$ cat src/sv/tlbs_pkg.sv
package tlbs_pkg;

  localparam int ENTRIES = 32;
  localparam int IDX_W   = $clog2(ENTRIES);
  localparam int REM_W   = IDX_W + 1;
  // count / 2 is the dividend of the random pick
  localparam int DVD_W   = 31;

  typedef enum logic [1:0] {
    FUNC_READ   = 2'd0,
    FUNC_WR_IDX = 2'd1,
    FUNC_WR_RND = 2'd2,
    FUNC_PROBE  = 2'd3
  } func_t;

  typedef enum logic [3:0] {
    S_IDLE,
    S_DECODE,
    S_RD,
    S_RD_DATA,
    S_DIV,
    S_WR,
    S_SCAN,
    S_SCAN_LAST,
    S_DONE
  } state_t;

  typedef struct packed {
    logic [18:0] vpn;
    logic [11:0] mask;
    logic [7:0]  asid;
    logic        glob;
    logic [23:0] frame_even;
    logic [23:0] frame_odd;
    logic [4:0]  attr_even;
    logic [4:0]  attr_odd;
  } tlb_entry_t;

  typedef struct packed {
    logic             load;
    logic             div_step;
    logic             rd_en;
    logic             rd_scan;
    logic             cmp_en;
    logic             rd_capture;
    logic             wr_en;
    logic             wr_rnd;
    logic             publish;
    logic [IDX_W-1:0] step;
  } ctl_cmd_t;

  typedef struct packed {
    func_t func;
    logic  hit;
  } dp_status_t;

  function automatic tlb_entry_t unpack_entry(input logic [31:0] hi,
                                              input logic [31:0] lo0,
                                              input logic [31:0] lo1,
                                              input logic [31:0] pm);
    tlb_entry_t e;
    e.vpn        = hi[31:13];
    e.mask       = pm[24:13];
    e.asid       = hi[7:0];
    e.glob       = lo0[0] & lo1[0];
    e.frame_even = lo0[29:6];
    e.frame_odd  = lo1[29:6];
    e.attr_even  = lo0[5:1];
    e.attr_odd   = lo1[5:1];
    return e;
  endfunction

  function automatic logic entry_match(input tlb_entry_t e,
                                       input logic [18:0] vpn,
                                       input logic [7:0]  asid);
    logic [18:0] keep;
    keep = ~{7'd0, e.mask};
    return ((e.vpn & keep) == (vpn & keep)) && (e.glob || (e.asid == asid));
  endfunction

endpackage

$ cat src/sv/tlbs_ctrl.sv
module tlbs_ctrl (
  input  logic                  clk,
  input  logic                  rst_n,
  input  logic                  in_valid,
  output logic                  in_stall,
  output logic                  out_valid,
  input  logic                  out_stall,
  input  tlbs_pkg::dp_status_t  status,
  output tlbs_pkg::ctl_cmd_t    cmd
);

  tlbs_pkg::state_t                state_r, state_nxt;
  logic [tlbs_pkg::IDX_W-1:0]      cnt_r, cnt_nxt;
  logic                            out_valid_r, out_valid_nxt;

  always_ff @(posedge clk) begin
    if (!rst_n) begin
      state_r     <= tlbs_pkg::S_IDLE;
      cnt_r       <= '0;
      out_valid_r <= 1'b0;
    end else begin
      state_r     <= state_nxt;
      cnt_r       <= cnt_nxt;
      out_valid_r <= out_valid_nxt;
    end
  end

  always_comb begin
    state_nxt = state_r;
    cnt_nxt   = cnt_r;
    cmd       = '0;
    cmd.step  = cnt_r;
    in_stall  = 1'b1;

    unique case (state_r)
      tlbs_pkg::S_IDLE: begin
        in_stall = 1'b0;
        if (in_valid) begin
          cmd.load  = 1'b1;
          state_nxt = tlbs_pkg::S_DECODE;
        end
      end
      tlbs_pkg::S_DECODE: begin
        unique case (status.func)
          tlbs_pkg::FUNC_READ:   state_nxt = tlbs_pkg::S_RD;
          tlbs_pkg::FUNC_WR_IDX: state_nxt = tlbs_pkg::S_WR;
          tlbs_pkg::FUNC_WR_RND: begin
            state_nxt = tlbs_pkg::S_DIV;
            cnt_nxt   = tlbs_pkg::IDX_W'(tlbs_pkg::DVD_W - 1);
          end
          tlbs_pkg::FUNC_PROBE: begin
            state_nxt = tlbs_pkg::S_SCAN;
            cnt_nxt   = '0;
          end
          default: state_nxt = tlbs_pkg::S_DONE;
        endcase
      end
      tlbs_pkg::S_RD: begin
        cmd.rd_en = 1'b1;
        state_nxt = tlbs_pkg::S_RD_DATA;
      end
      tlbs_pkg::S_RD_DATA: begin
        cmd.rd_capture = 1'b1;
        state_nxt      = tlbs_pkg::S_DONE;
      end
      tlbs_pkg::S_DIV: begin
        cmd.div_step = 1'b1;
        if (cnt_r == '0) state_nxt = tlbs_pkg::S_WR;
        else             cnt_nxt   = cnt_r - 1'b1;
      end
      tlbs_pkg::S_WR: begin
        cmd.wr_en  = 1'b1;
        cmd.wr_rnd = (status.func == tlbs_pkg::FUNC_WR_RND);
        state_nxt  = tlbs_pkg::S_DONE;
      end
      tlbs_pkg::S_SCAN: begin
        // issue entry cnt while checking the entry read in the cycle before
        cmd.rd_en   = 1'b1;
        cmd.rd_scan = 1'b1;
        cmd.cmp_en  = (cnt_r != '0);
        if (cmd.cmp_en && status.hit)
          state_nxt = tlbs_pkg::S_DONE;
        else if (cnt_r == tlbs_pkg::IDX_W'(tlbs_pkg::ENTRIES - 1))
          state_nxt = tlbs_pkg::S_SCAN_LAST;
        else
          cnt_nxt = cnt_r + 1'b1;
      end
      tlbs_pkg::S_SCAN_LAST: begin
        cmd.cmp_en = 1'b1;
        state_nxt  = tlbs_pkg::S_DONE;
      end
      tlbs_pkg::S_DONE: begin
        // hold until the output register is free
        if (!out_valid_r || !out_stall) begin
          cmd.publish = 1'b1;
          state_nxt   = tlbs_pkg::S_IDLE;
        end
      end
      default: state_nxt = tlbs_pkg::S_IDLE;
    endcase

    out_valid_nxt = cmd.publish | (out_valid_r & out_stall);
  end

  assign out_valid = out_valid_r;

endmodule

$ cat src/sv/tlbs_datapath.sv
module tlbs_datapath (
  input  logic                       clk,
  input  logic                       rst_n,
  input  logic                       cfg_we,
  input  logic [4:0]                 cfg_wired_limit,
  input  logic [1:0]                 in_func,
  input  logic [4:0]                 in_entry_index,
  input  logic [31:0]                in_entry_hi,
  input  logic [31:0]                in_entry_lo_even,
  input  logic [31:0]                in_entry_lo_odd,
  input  logic [31:0]                in_page_mask,
  input  logic [31:0]                in_cycle_count,
  input  tlbs_pkg::ctl_cmd_t         cmd,
  output tlbs_pkg::dp_status_t       status,
  output logic [4:0]                 out_index_out,
  output logic                       out_probe_miss,
  output logic [31:0]                out_hi_out,
  output logic [29:0]                out_lo_even_out,
  output logic [29:0]                out_lo_odd_out,
  output logic [24:0]                out_mask_out
);

  localparam int IDX_W = tlbs_pkg::IDX_W;
  localparam int REM_W = tlbs_pkg::REM_W;

  // configuration
  logic [IDX_W-1:0]            wired_r;

  // latched item
  tlbs_pkg::func_t             func_r;
  logic [IDX_W-1:0]            idx_r;
  tlbs_pkg::tlb_entry_t        new_r;
  logic [tlbs_pkg::DVD_W-1:0]  dvd_r;

  // entry store
  tlbs_pkg::tlb_entry_t        mem [tlbs_pkg::ENTRIES];
  logic [tlbs_pkg::ENTRIES-1:0] valid_r;
  tlbs_pkg::tlb_entry_t        rd_data_r;
  logic                        rd_vld_r;
  logic [IDX_W-1:0]            rd_idx_r;
  tlbs_pkg::tlb_entry_t        rd_entry;
  logic [IDX_W-1:0]            rd_addr;
  logic [IDX_W-1:0]            wr_addr;

  // random pick remainder
  logic [REM_W-1:0]            rem_r;
  logic [REM_W-1:0]            divisor;
  logic [REM_W:0]              trial;
  logic [IDX_W-1:0]            rnd_addr;

  // working result
  logic [IDX_W-1:0]            res_index_r;
  logic                        res_miss_r;
  logic [31:0]                 res_hi_r;
  logic [29:0]                 res_lo_even_r;
  logic [29:0]                 res_lo_odd_r;
  logic [24:0]                 res_mask_r;

  always_ff @(posedge clk) begin
    if (!rst_n) wired_r <= '0;
    else if (cfg_we) wired_r <= cfg_wired_limit;
  end

  assign divisor  = REM_W'(tlbs_pkg::ENTRIES) - {1'b0, wired_r};
  assign trial    = {rem_r, dvd_r[cmd.step]};
  assign rnd_addr = rem_r[IDX_W-1:0] + wired_r;
  assign rd_addr  = cmd.rd_scan ? cmd.step : idx_r;
  assign wr_addr  = cmd.wr_rnd ? rnd_addr : idx_r;
  assign rd_entry = rd_vld_r ? rd_data_r : '0;

  always_ff @(posedge clk) begin
    if (cmd.load) begin
      func_r <= tlbs_pkg::func_t'(in_func);
      idx_r  <= in_entry_index;
      new_r  <= tlbs_pkg::unpack_entry(in_entry_hi, in_entry_lo_even,
                                       in_entry_lo_odd, in_page_mask);
      dvd_r  <= in_cycle_count[31:1];
    end
  end

  always_ff @(posedge clk) begin
    if (cmd.load) begin
      rem_r <= '0;
    end else if (cmd.div_step) begin
      if (trial >= {1'b0, divisor}) rem_r <= REM_W'(trial - {1'b0, divisor});
      else                          rem_r <= REM_W'(trial);
    end
  end

  always_ff @(posedge clk) begin
    if (cmd.wr_en) mem[wr_addr] <= new_r;
    if (cmd.rd_en) begin
      rd_data_r <= mem[rd_addr];
      rd_idx_r  <= rd_addr;
    end
  end

  // cleared entries read as zero until written
  always_ff @(posedge clk) begin
    if (!rst_n) begin
      valid_r  <= '0;
      rd_vld_r <= 1'b0;
    end else begin
      if (cmd.wr_en) valid_r[wr_addr] <= 1'b1;
      if (cmd.rd_en) rd_vld_r <= valid_r[rd_addr];
    end
  end

  assign status.func = func_r;
  assign status.hit  = tlbs_pkg::entry_match(rd_entry, new_r.vpn, new_r.asid);

  always_ff @(posedge clk) begin
    if (cmd.load) begin
      res_index_r   <= in_entry_index;
      res_miss_r    <= (tlbs_pkg::func_t'(in_func) == tlbs_pkg::FUNC_PROBE);
      res_hi_r      <= '0;
      res_lo_even_r <= '0;
      res_lo_odd_r  <= '0;
      res_mask_r    <= '0;
    end else begin
      if (cmd.wr_en) res_index_r <= wr_addr;
      if (cmd.cmp_en && status.hit) begin
        res_index_r <= rd_idx_r;
        res_miss_r  <= 1'b0;
      end
      if (cmd.rd_capture) begin
        res_hi_r      <= {rd_entry.vpn, 5'd0, rd_entry.asid};
        res_lo_even_r <= {rd_entry.frame_even, rd_entry.attr_even, rd_entry.glob};
        res_lo_odd_r  <= {rd_entry.frame_odd, rd_entry.attr_odd, rd_entry.glob};
        res_mask_r    <= {rd_entry.mask, 13'd0};
      end
    end
  end

  always_ff @(posedge clk) begin
    if (cmd.publish) begin
      out_index_out   <= res_index_r;
      out_probe_miss  <= res_miss_r;
      out_hi_out      <= res_hi_r;
      out_lo_even_out <= res_lo_even_r;
      out_lo_odd_out  <= res_lo_odd_r;
      out_mask_out    <= res_mask_r;
    end
  end

endmodule

$ cat src/sv/tlb_entry_store_with_probe.sv
// channel   direction  handshake            beat contents
// in        input      in_valid / in_stall  func, entry index, entry-hi/lo words, mask, count
// out       output     out_valid/out_stall  index, probe miss, hi/lo words, mask
// cfg       input      cfg_valid/cfg_ready  wired limit
//
// One item at a time. Read: decode, store read, capture. Indexed write: decode, write.
// Random write: one remainder bit per cycle over the 31-bit count / 2, then the write.
// Probe: one entry per cycle through the single read port of the entry store, up to a hit.
// A finished result sits in the output register; the next beat is taken meanwhile.
// Reset is synchronous; per-entry valid bits clear the whole store at once.
// cfg_ready is always high.
module tlb_entry_store_with_probe (
  input  logic        clk,
  input  logic        rst_n,
  input  logic        cfg_valid,
  output logic        cfg_ready,
  input  logic [4:0]  cfg_wired_limit,
  input  logic        in_valid,
  output logic        in_stall,
  input  logic [1:0]  in_func,
  input  logic [4:0]  in_entry_index,
  input  logic [31:0] in_entry_hi,
  input  logic [31:0] in_entry_lo_even,
  input  logic [31:0] in_entry_lo_odd,
  input  logic [31:0] in_page_mask,
  input  logic [31:0] in_cycle_count,
  output logic        out_valid,
  input  logic        out_stall,
  output logic [4:0]  out_index_out,
  output logic        out_probe_miss,
  output logic [31:0] out_hi_out,
  output logic [29:0] out_lo_even_out,
  output logic [29:0] out_lo_odd_out,
  output logic [24:0] out_mask_out
);

  tlbs_pkg::ctl_cmd_t   cmd;
  tlbs_pkg::dp_status_t status;

  assign cfg_ready = 1'b1;

  tlbs_ctrl u_ctrl (
    .clk       (clk),
    .rst_n     (rst_n),
    .in_valid  (in_valid),
    .in_stall  (in_stall),
    .out_valid (out_valid),
    .out_stall (out_stall),
    .status    (status),
    .cmd       (cmd)
  );

  tlbs_datapath u_dp (
    .clk              (clk),
    .rst_n            (rst_n),
    .cfg_we           (cfg_valid & cfg_ready),
    .cfg_wired_limit  (cfg_wired_limit),
    .in_func          (in_func),
    .in_entry_index   (in_entry_index),
    .in_entry_hi      (in_entry_hi),
    .in_entry_lo_even (in_entry_lo_even),
    .in_entry_lo_odd  (in_entry_lo_odd),
    .in_page_mask     (in_page_mask),
    .in_cycle_count   (in_cycle_count),
    .cmd              (cmd),
    .status           (status),
    .out_index_out    (out_index_out),
    .out_probe_miss   (out_probe_miss),
    .out_hi_out       (out_hi_out),
    .out_lo_even_out  (out_lo_even_out),
    .out_lo_odd_out   (out_lo_odd_out),
    .out_mask_out     (out_mask_out)
  );

  a_busy_after_accept: assert property (@(posedge clk) disable iff (!rst_n)
    (in_valid && !in_stall) |=> in_stall)
    else $error("beat accepted while an item is in flight");

  a_no_overwrite: assert property (@(posedge clk) disable iff (!rst_n)
    cmd.publish |-> (!out_valid || !out_stall))
    else $error("result published over a waiting beat");

  a_miss_fields_zero: assert property (@(posedge clk) disable iff (!rst_n)
    (out_valid && out_probe_miss) |->
      (out_hi_out == '0 && out_lo_even_out == '0 && out_lo_odd_out == '0 &&
       out_mask_out == '0))
    else $error("probe miss carries read data");

endmodule

$ cat config.mk
export PLATFORM = sky130hd
export DESIGN_NAME = tlb_entry_store_with_probe
export DESIGN_NICKNAME = d
export VERILOG_FILES = /design/src/sv/tlbs_pkg.sv /design/src/sv/tlbs_ctrl.sv /design/src/sv/tlbs_datapath.sv /design/src/sv/tlb_entry_store_with_probe.sv
export SDC_FILE = /design/constraint.sdc
export NUM_CORES = 2
export LEC_CHECK = 0
export ABC_AREA = 1
export BUFFER_PORTS_ARGS = -buffer_cell sky130_fd_sc_hd__clkbuf_2
export CAP_MARGIN = 10
export CORE_MARGIN = 1.5
export CORE_UTILIZATION = 45
export DETAILED_ROUTE_END_ITERATION = 8
export PLACE_DENSITY = 0.65
export SYNTH_ARGS = -nofsm -noshare
export SYNTH_HDL_FRONTEND = slang
export SYNTH_SLANG_ARGS = --single-unit
$ cat constraint.sdc
create_clock -name clk -period 12.68 [get_ports clk]
set_clock_uncertainty 0.15 [all_clocks]
set_input_delay 1.268 -clock clk [delete_from_list [all_inputs] [get_ports clk]]
set_output_delay 1.268 -clock clk [all_outputs]
set_load 0.05 [all_outputs]
==> key figures <==
Critical path
  – Worst Path Buf+Inv: 4
  – CP max-delay cell: buf_4
  – Worst reg2reg endpoint: u_dp.rd_data_r[25]$_DFFE_PP_
  – Launch point of the critical path: u_ctrl.cnt_r[0]$_SDFFE_PN0P_
  – CP top delay family: buffers and inverters
  – Reg2Reg Setup Slack: 6950 ps
  – WP data required: 13320 ps
  – CP Capture Type: flop
  – Worst path arrival time: 6370 ps
  – Slowest Stage Delay on Critical Path: 920 ps
  – Reg2reg path depth: 12
  – RR Startpoint: u_ctrl.cnt_r[0]$_SDFFE_PN0P_
  – Critical path type: reg -> reg
  – Critical-path cell list: inv_2 > nand3_1 > nand2_4 > buf_12 > buf_4 > buf_4 > o21ai_0 > o22ai_1 > nand2_1 > nand3_1 > nand3_1 > nand2_1
  – Critical Path Fanout Max: 201
  – CP Depth: 12
  – Critical path launch point type: flop
  – Worst path most repeated cell: nand3_1

Detailed routing
  – Final ANT Viol Nets: 0
  – Vias: 91.7k
  – TritonRoute pass-1 iters: 6
  – DRT iter0 DRCs: 13.2k
  – DRC viols: 0
  – Final WL: 405000 µm
  – Avg Vias per Cell: 5.92
  – DR WL/cell: 26.1 µm

Clocking
  – CTS root buf: clkbuf_16
  – H-tree levels: 5
  – PostCTS Resize Cnt: 0
  – Num CTS Buffers: 366
  – Clock buffer depth: 4
  – Clk_lat worst skew: 970 ps
  – # hold bufs at CTS: 0
  – Reg clk slew, reported paths: 60 ps
  – CTS tree: built
  – Post-CTS Setup Bufs: 0
  – CTS Sinks: 3637

STA
  – Tmin final: 5730 ps
  – Fin Setup TNS: 0 ps
  – Tcrit/Tclk final: 0.452
  – Fin. max-slew vios: 0
  – Rel. slew slack: 0.129
  – Slew at the pin with the worst max-slew slack: 1310 ps
  – Setup ws final: 6950 ps
  – Number of hold violations in the final report: 0
  – RSZ-0062 raised after global routing: false
  – Max Fclk: 174 MHz
  – # setup viols final: 0

Die
  – Die Ht: 564 µm
  – Die Area: 0.318 mm²
  – Die width: 564 µm
  – Ports: 303
  – Row cnt: 205
  – Initial Utilization: 0.453
  – Core Region: 0.312 mm²

Synthesis
  – Area leader, netlist: edfxtp_1
  – Seq cells post-synth: 3637
  – Synth warn: 0
  – Top cells by area, synth: edfxtp_1 74%, nand2_1 5.3%, nand3_1 4.0%
  – Sequential share of the synthesized area: 0.761
  – Mean post-synth cell area: 12.8 µm²
  – Cell area after synthesis: 0.141 mm²
  – Mapped Cells: 11.0k
  – Synth top area share: 0.740
  – Post-synth cell types: 40

Power
  – Final Power: 0.0324 W
  – Net Switching: 0.0102 W
  – Maximum VDD drop: 141 µV
  – Clock Power Share: 0.329
  – Register share of total power: 0.472
  – P per Cell Area: 205 mW/mm²
  – Combinational group share of total power: 0.199
  – Pint: 0.0222 W
  – Net Sw Frac: 0.315
  – Leak pwr: 53.2 nW

Global route
  – First-pass GRT wire length: 580000 µm
  – Largest net degree at the start of global routing: 226
  – Vias in the first global route: 87.2k
  – GRT overflow: 0
  – GRT Overall Usage: 0.247
  – Initial antenna violation count: 17

Finish
  – Layout cells sized above 1: 0.0868
  – Area delta synth->final: 11.6%
  – Final core occ: 0.505
  – Final instance area: 0.158 mm²
  – Final net count: 11.2k

Placed design
  – PortBufs: 253
  – Placed inst area: 0.146 mm²
  – Routability cong.: 0.785
  – Detail Placement HPWL: 182000 µm
  – Place WS: 7170 ps

Outcome
  – Status: complete, no violations

Flow run
  – Max-cap viol count: 0

Min path
  – HP Class: reg -> reg
  – WHS Endpoint: u_dp.out_hi_out[31]$_DFFE_PP_
  – WHS Path Cells: 0
  – Hold Startpoint: u_dp.res_hi_r[31]$_SDFFE_PP0P_
-- area by class of cell --
type	count	area, µm²
timing repair buffer	371	2350
tap	4140	5180
clock buffer	487	9930
clock inverter	194	1960
fill	25983	155000
antenna	6	15.0
multi-input combinational	6541	30000
inverter	120	726
sequential	3637	108000
-- power by group through the flow --
stage	logic [W]	clock network [W]	registers (W)
global placement	0.00620	0	0.0154
detailed placement	0.00633	0	0.0155
floorplan	0.00439	0	0.0153
finish	0.00644	0.0107	0.0153
CTS	0.00637	0.0108	0.0153
global route	0.00703	0.0112	0.0154
-- routing by layer --
metal	vias to the layer above	track usage	wire, µm	share of wire
met1	45807	0.338	161000	0.40
met2	4981	0.406	191000	0.47
met3	788	0.0369	39200	0.097
li1	40133	-	-	-
met4	8	0.0814	13500	0.033
met5	-	0	43	0.00011
-- stage by stage --
stage,instances,hold slack [ps]
final,15496,260
after global routing,15493,278
after CTS,15490,262
after detailed placement,14809,258
after global placement,14809,260
after floorplan,11049,250
-- cells in the final DEF (no fill, tap or decap), types with 6 or more instances in the layout --
cell type / count
nand2_1: 1979
dfxtp_1: 151
clkbuf_1: 93
conb_1: 19
diode_2: 6
inv_16: 6
o22ai_1: 492
clkinv_16: 12
inv_6: 6
a21oi_1: 257
edfxtp_1: 3485
ha_1: 18
inv_1: 76
clkinv_1: 60
o21ai_0: 860
nand3_1: 1138
nand4_1: 20
clkbuf_16: 369
inv_8: 34
clkinvlp_4: 10
clkinv_2: 73
or2_2: 10
clkbuf_2: 253
buf_4: 102
o211ai_1: 81
xor2_1: 15
buf_12: 16
nor2_1: 1218
xnor2_1: 9
clkbuf_8: 25
o21ai_1: 381
bufinv_16: 23
-- registers in the layout, summed over array words and instances, names as in the netlist, 4 cells and up --
register              count
u_dp.new_r               98
u_dp.res_hi_r            27
u_dp.valid_r             32
u_dp.out_index_out        5
u_dp.idx_r                5
u_dp.out_lo_even_out     29
u_dp.out_hi_out          27
u_dp.rd_data_r           98
u_dp.dvd_r               31
u_dp.wired_r              5
u_ctrl.cnt_r              5
u_dp.res_lo_even_r       29
u_dp.mem               3136
u_dp.res_mask_r          12
u_dp.rd_idx_r             5
u_dp.rem_r                6
u_dp.res_index_r          5
u_ctrl.state_r            4
u_dp.res_lo_odd_r        30
u_dp.out_lo_odd_out      30
u_dp.out_mask_out        12
-- worst max path at each step --
stage               slack (ps)                            to
detailed placement        7170  u_dp.rd_data_r[25]$_DFFE_PP_
CTS                       7130  u_dp.rd_data_r[25]$_DFFE_PP_
global placement          7280  u_dp.rd_data_r[30]$_DFFE_PP_
floorplan                 6250  u_dp.out_hi_out[0]$_DFFE_PP_
global route              6710  u_dp.rd_data_r[25]$_DFFE_PP_
finish                    6950  u_dp.rd_data_r[25]$_DFFE_PP_
-- synth_stat cells, drive strengths merged --
cell type,number
nand2,1987
conb,2
fa,3
xnor2,9
o21bai,1
clkbuf,340
a211oi,1
buf,411
inv,117
nand3,1138
clkinv,3
dfxtp,152
nor4,1
a21oi,257
or2,10
o21ai,1250
edfxtp,3485
or3,1
nor3,6
nand4,20
o21a,1
o211ai,81
nor2,1228
xor2,15
o22ai,492
ha,18
a31oi,3
-- logic make-up (layout without fill, tap and decap cells) --
| logic type | Yosys count | count (layout) | synth area share |
|---|---|---|---|
| buffers and inverters | 871 | 1172 | 0.0276 |
| xor gates and xnor gates | 24 | 24 | 0.00149 |
| and+or+nand+nor | 4391 | 4391 | 0.128 |
| AOI/OAI and AO/OA | 2086 | 2086 | 0.0800 |
| other | 2 | 25 | 0.0000531 |
| DFF | 3637 | 3637 | 0.761 |
| adders and majority gates | 21 | 21 | 0.00202 |
No activity file was read; power rests on OpenSTA's default activity.
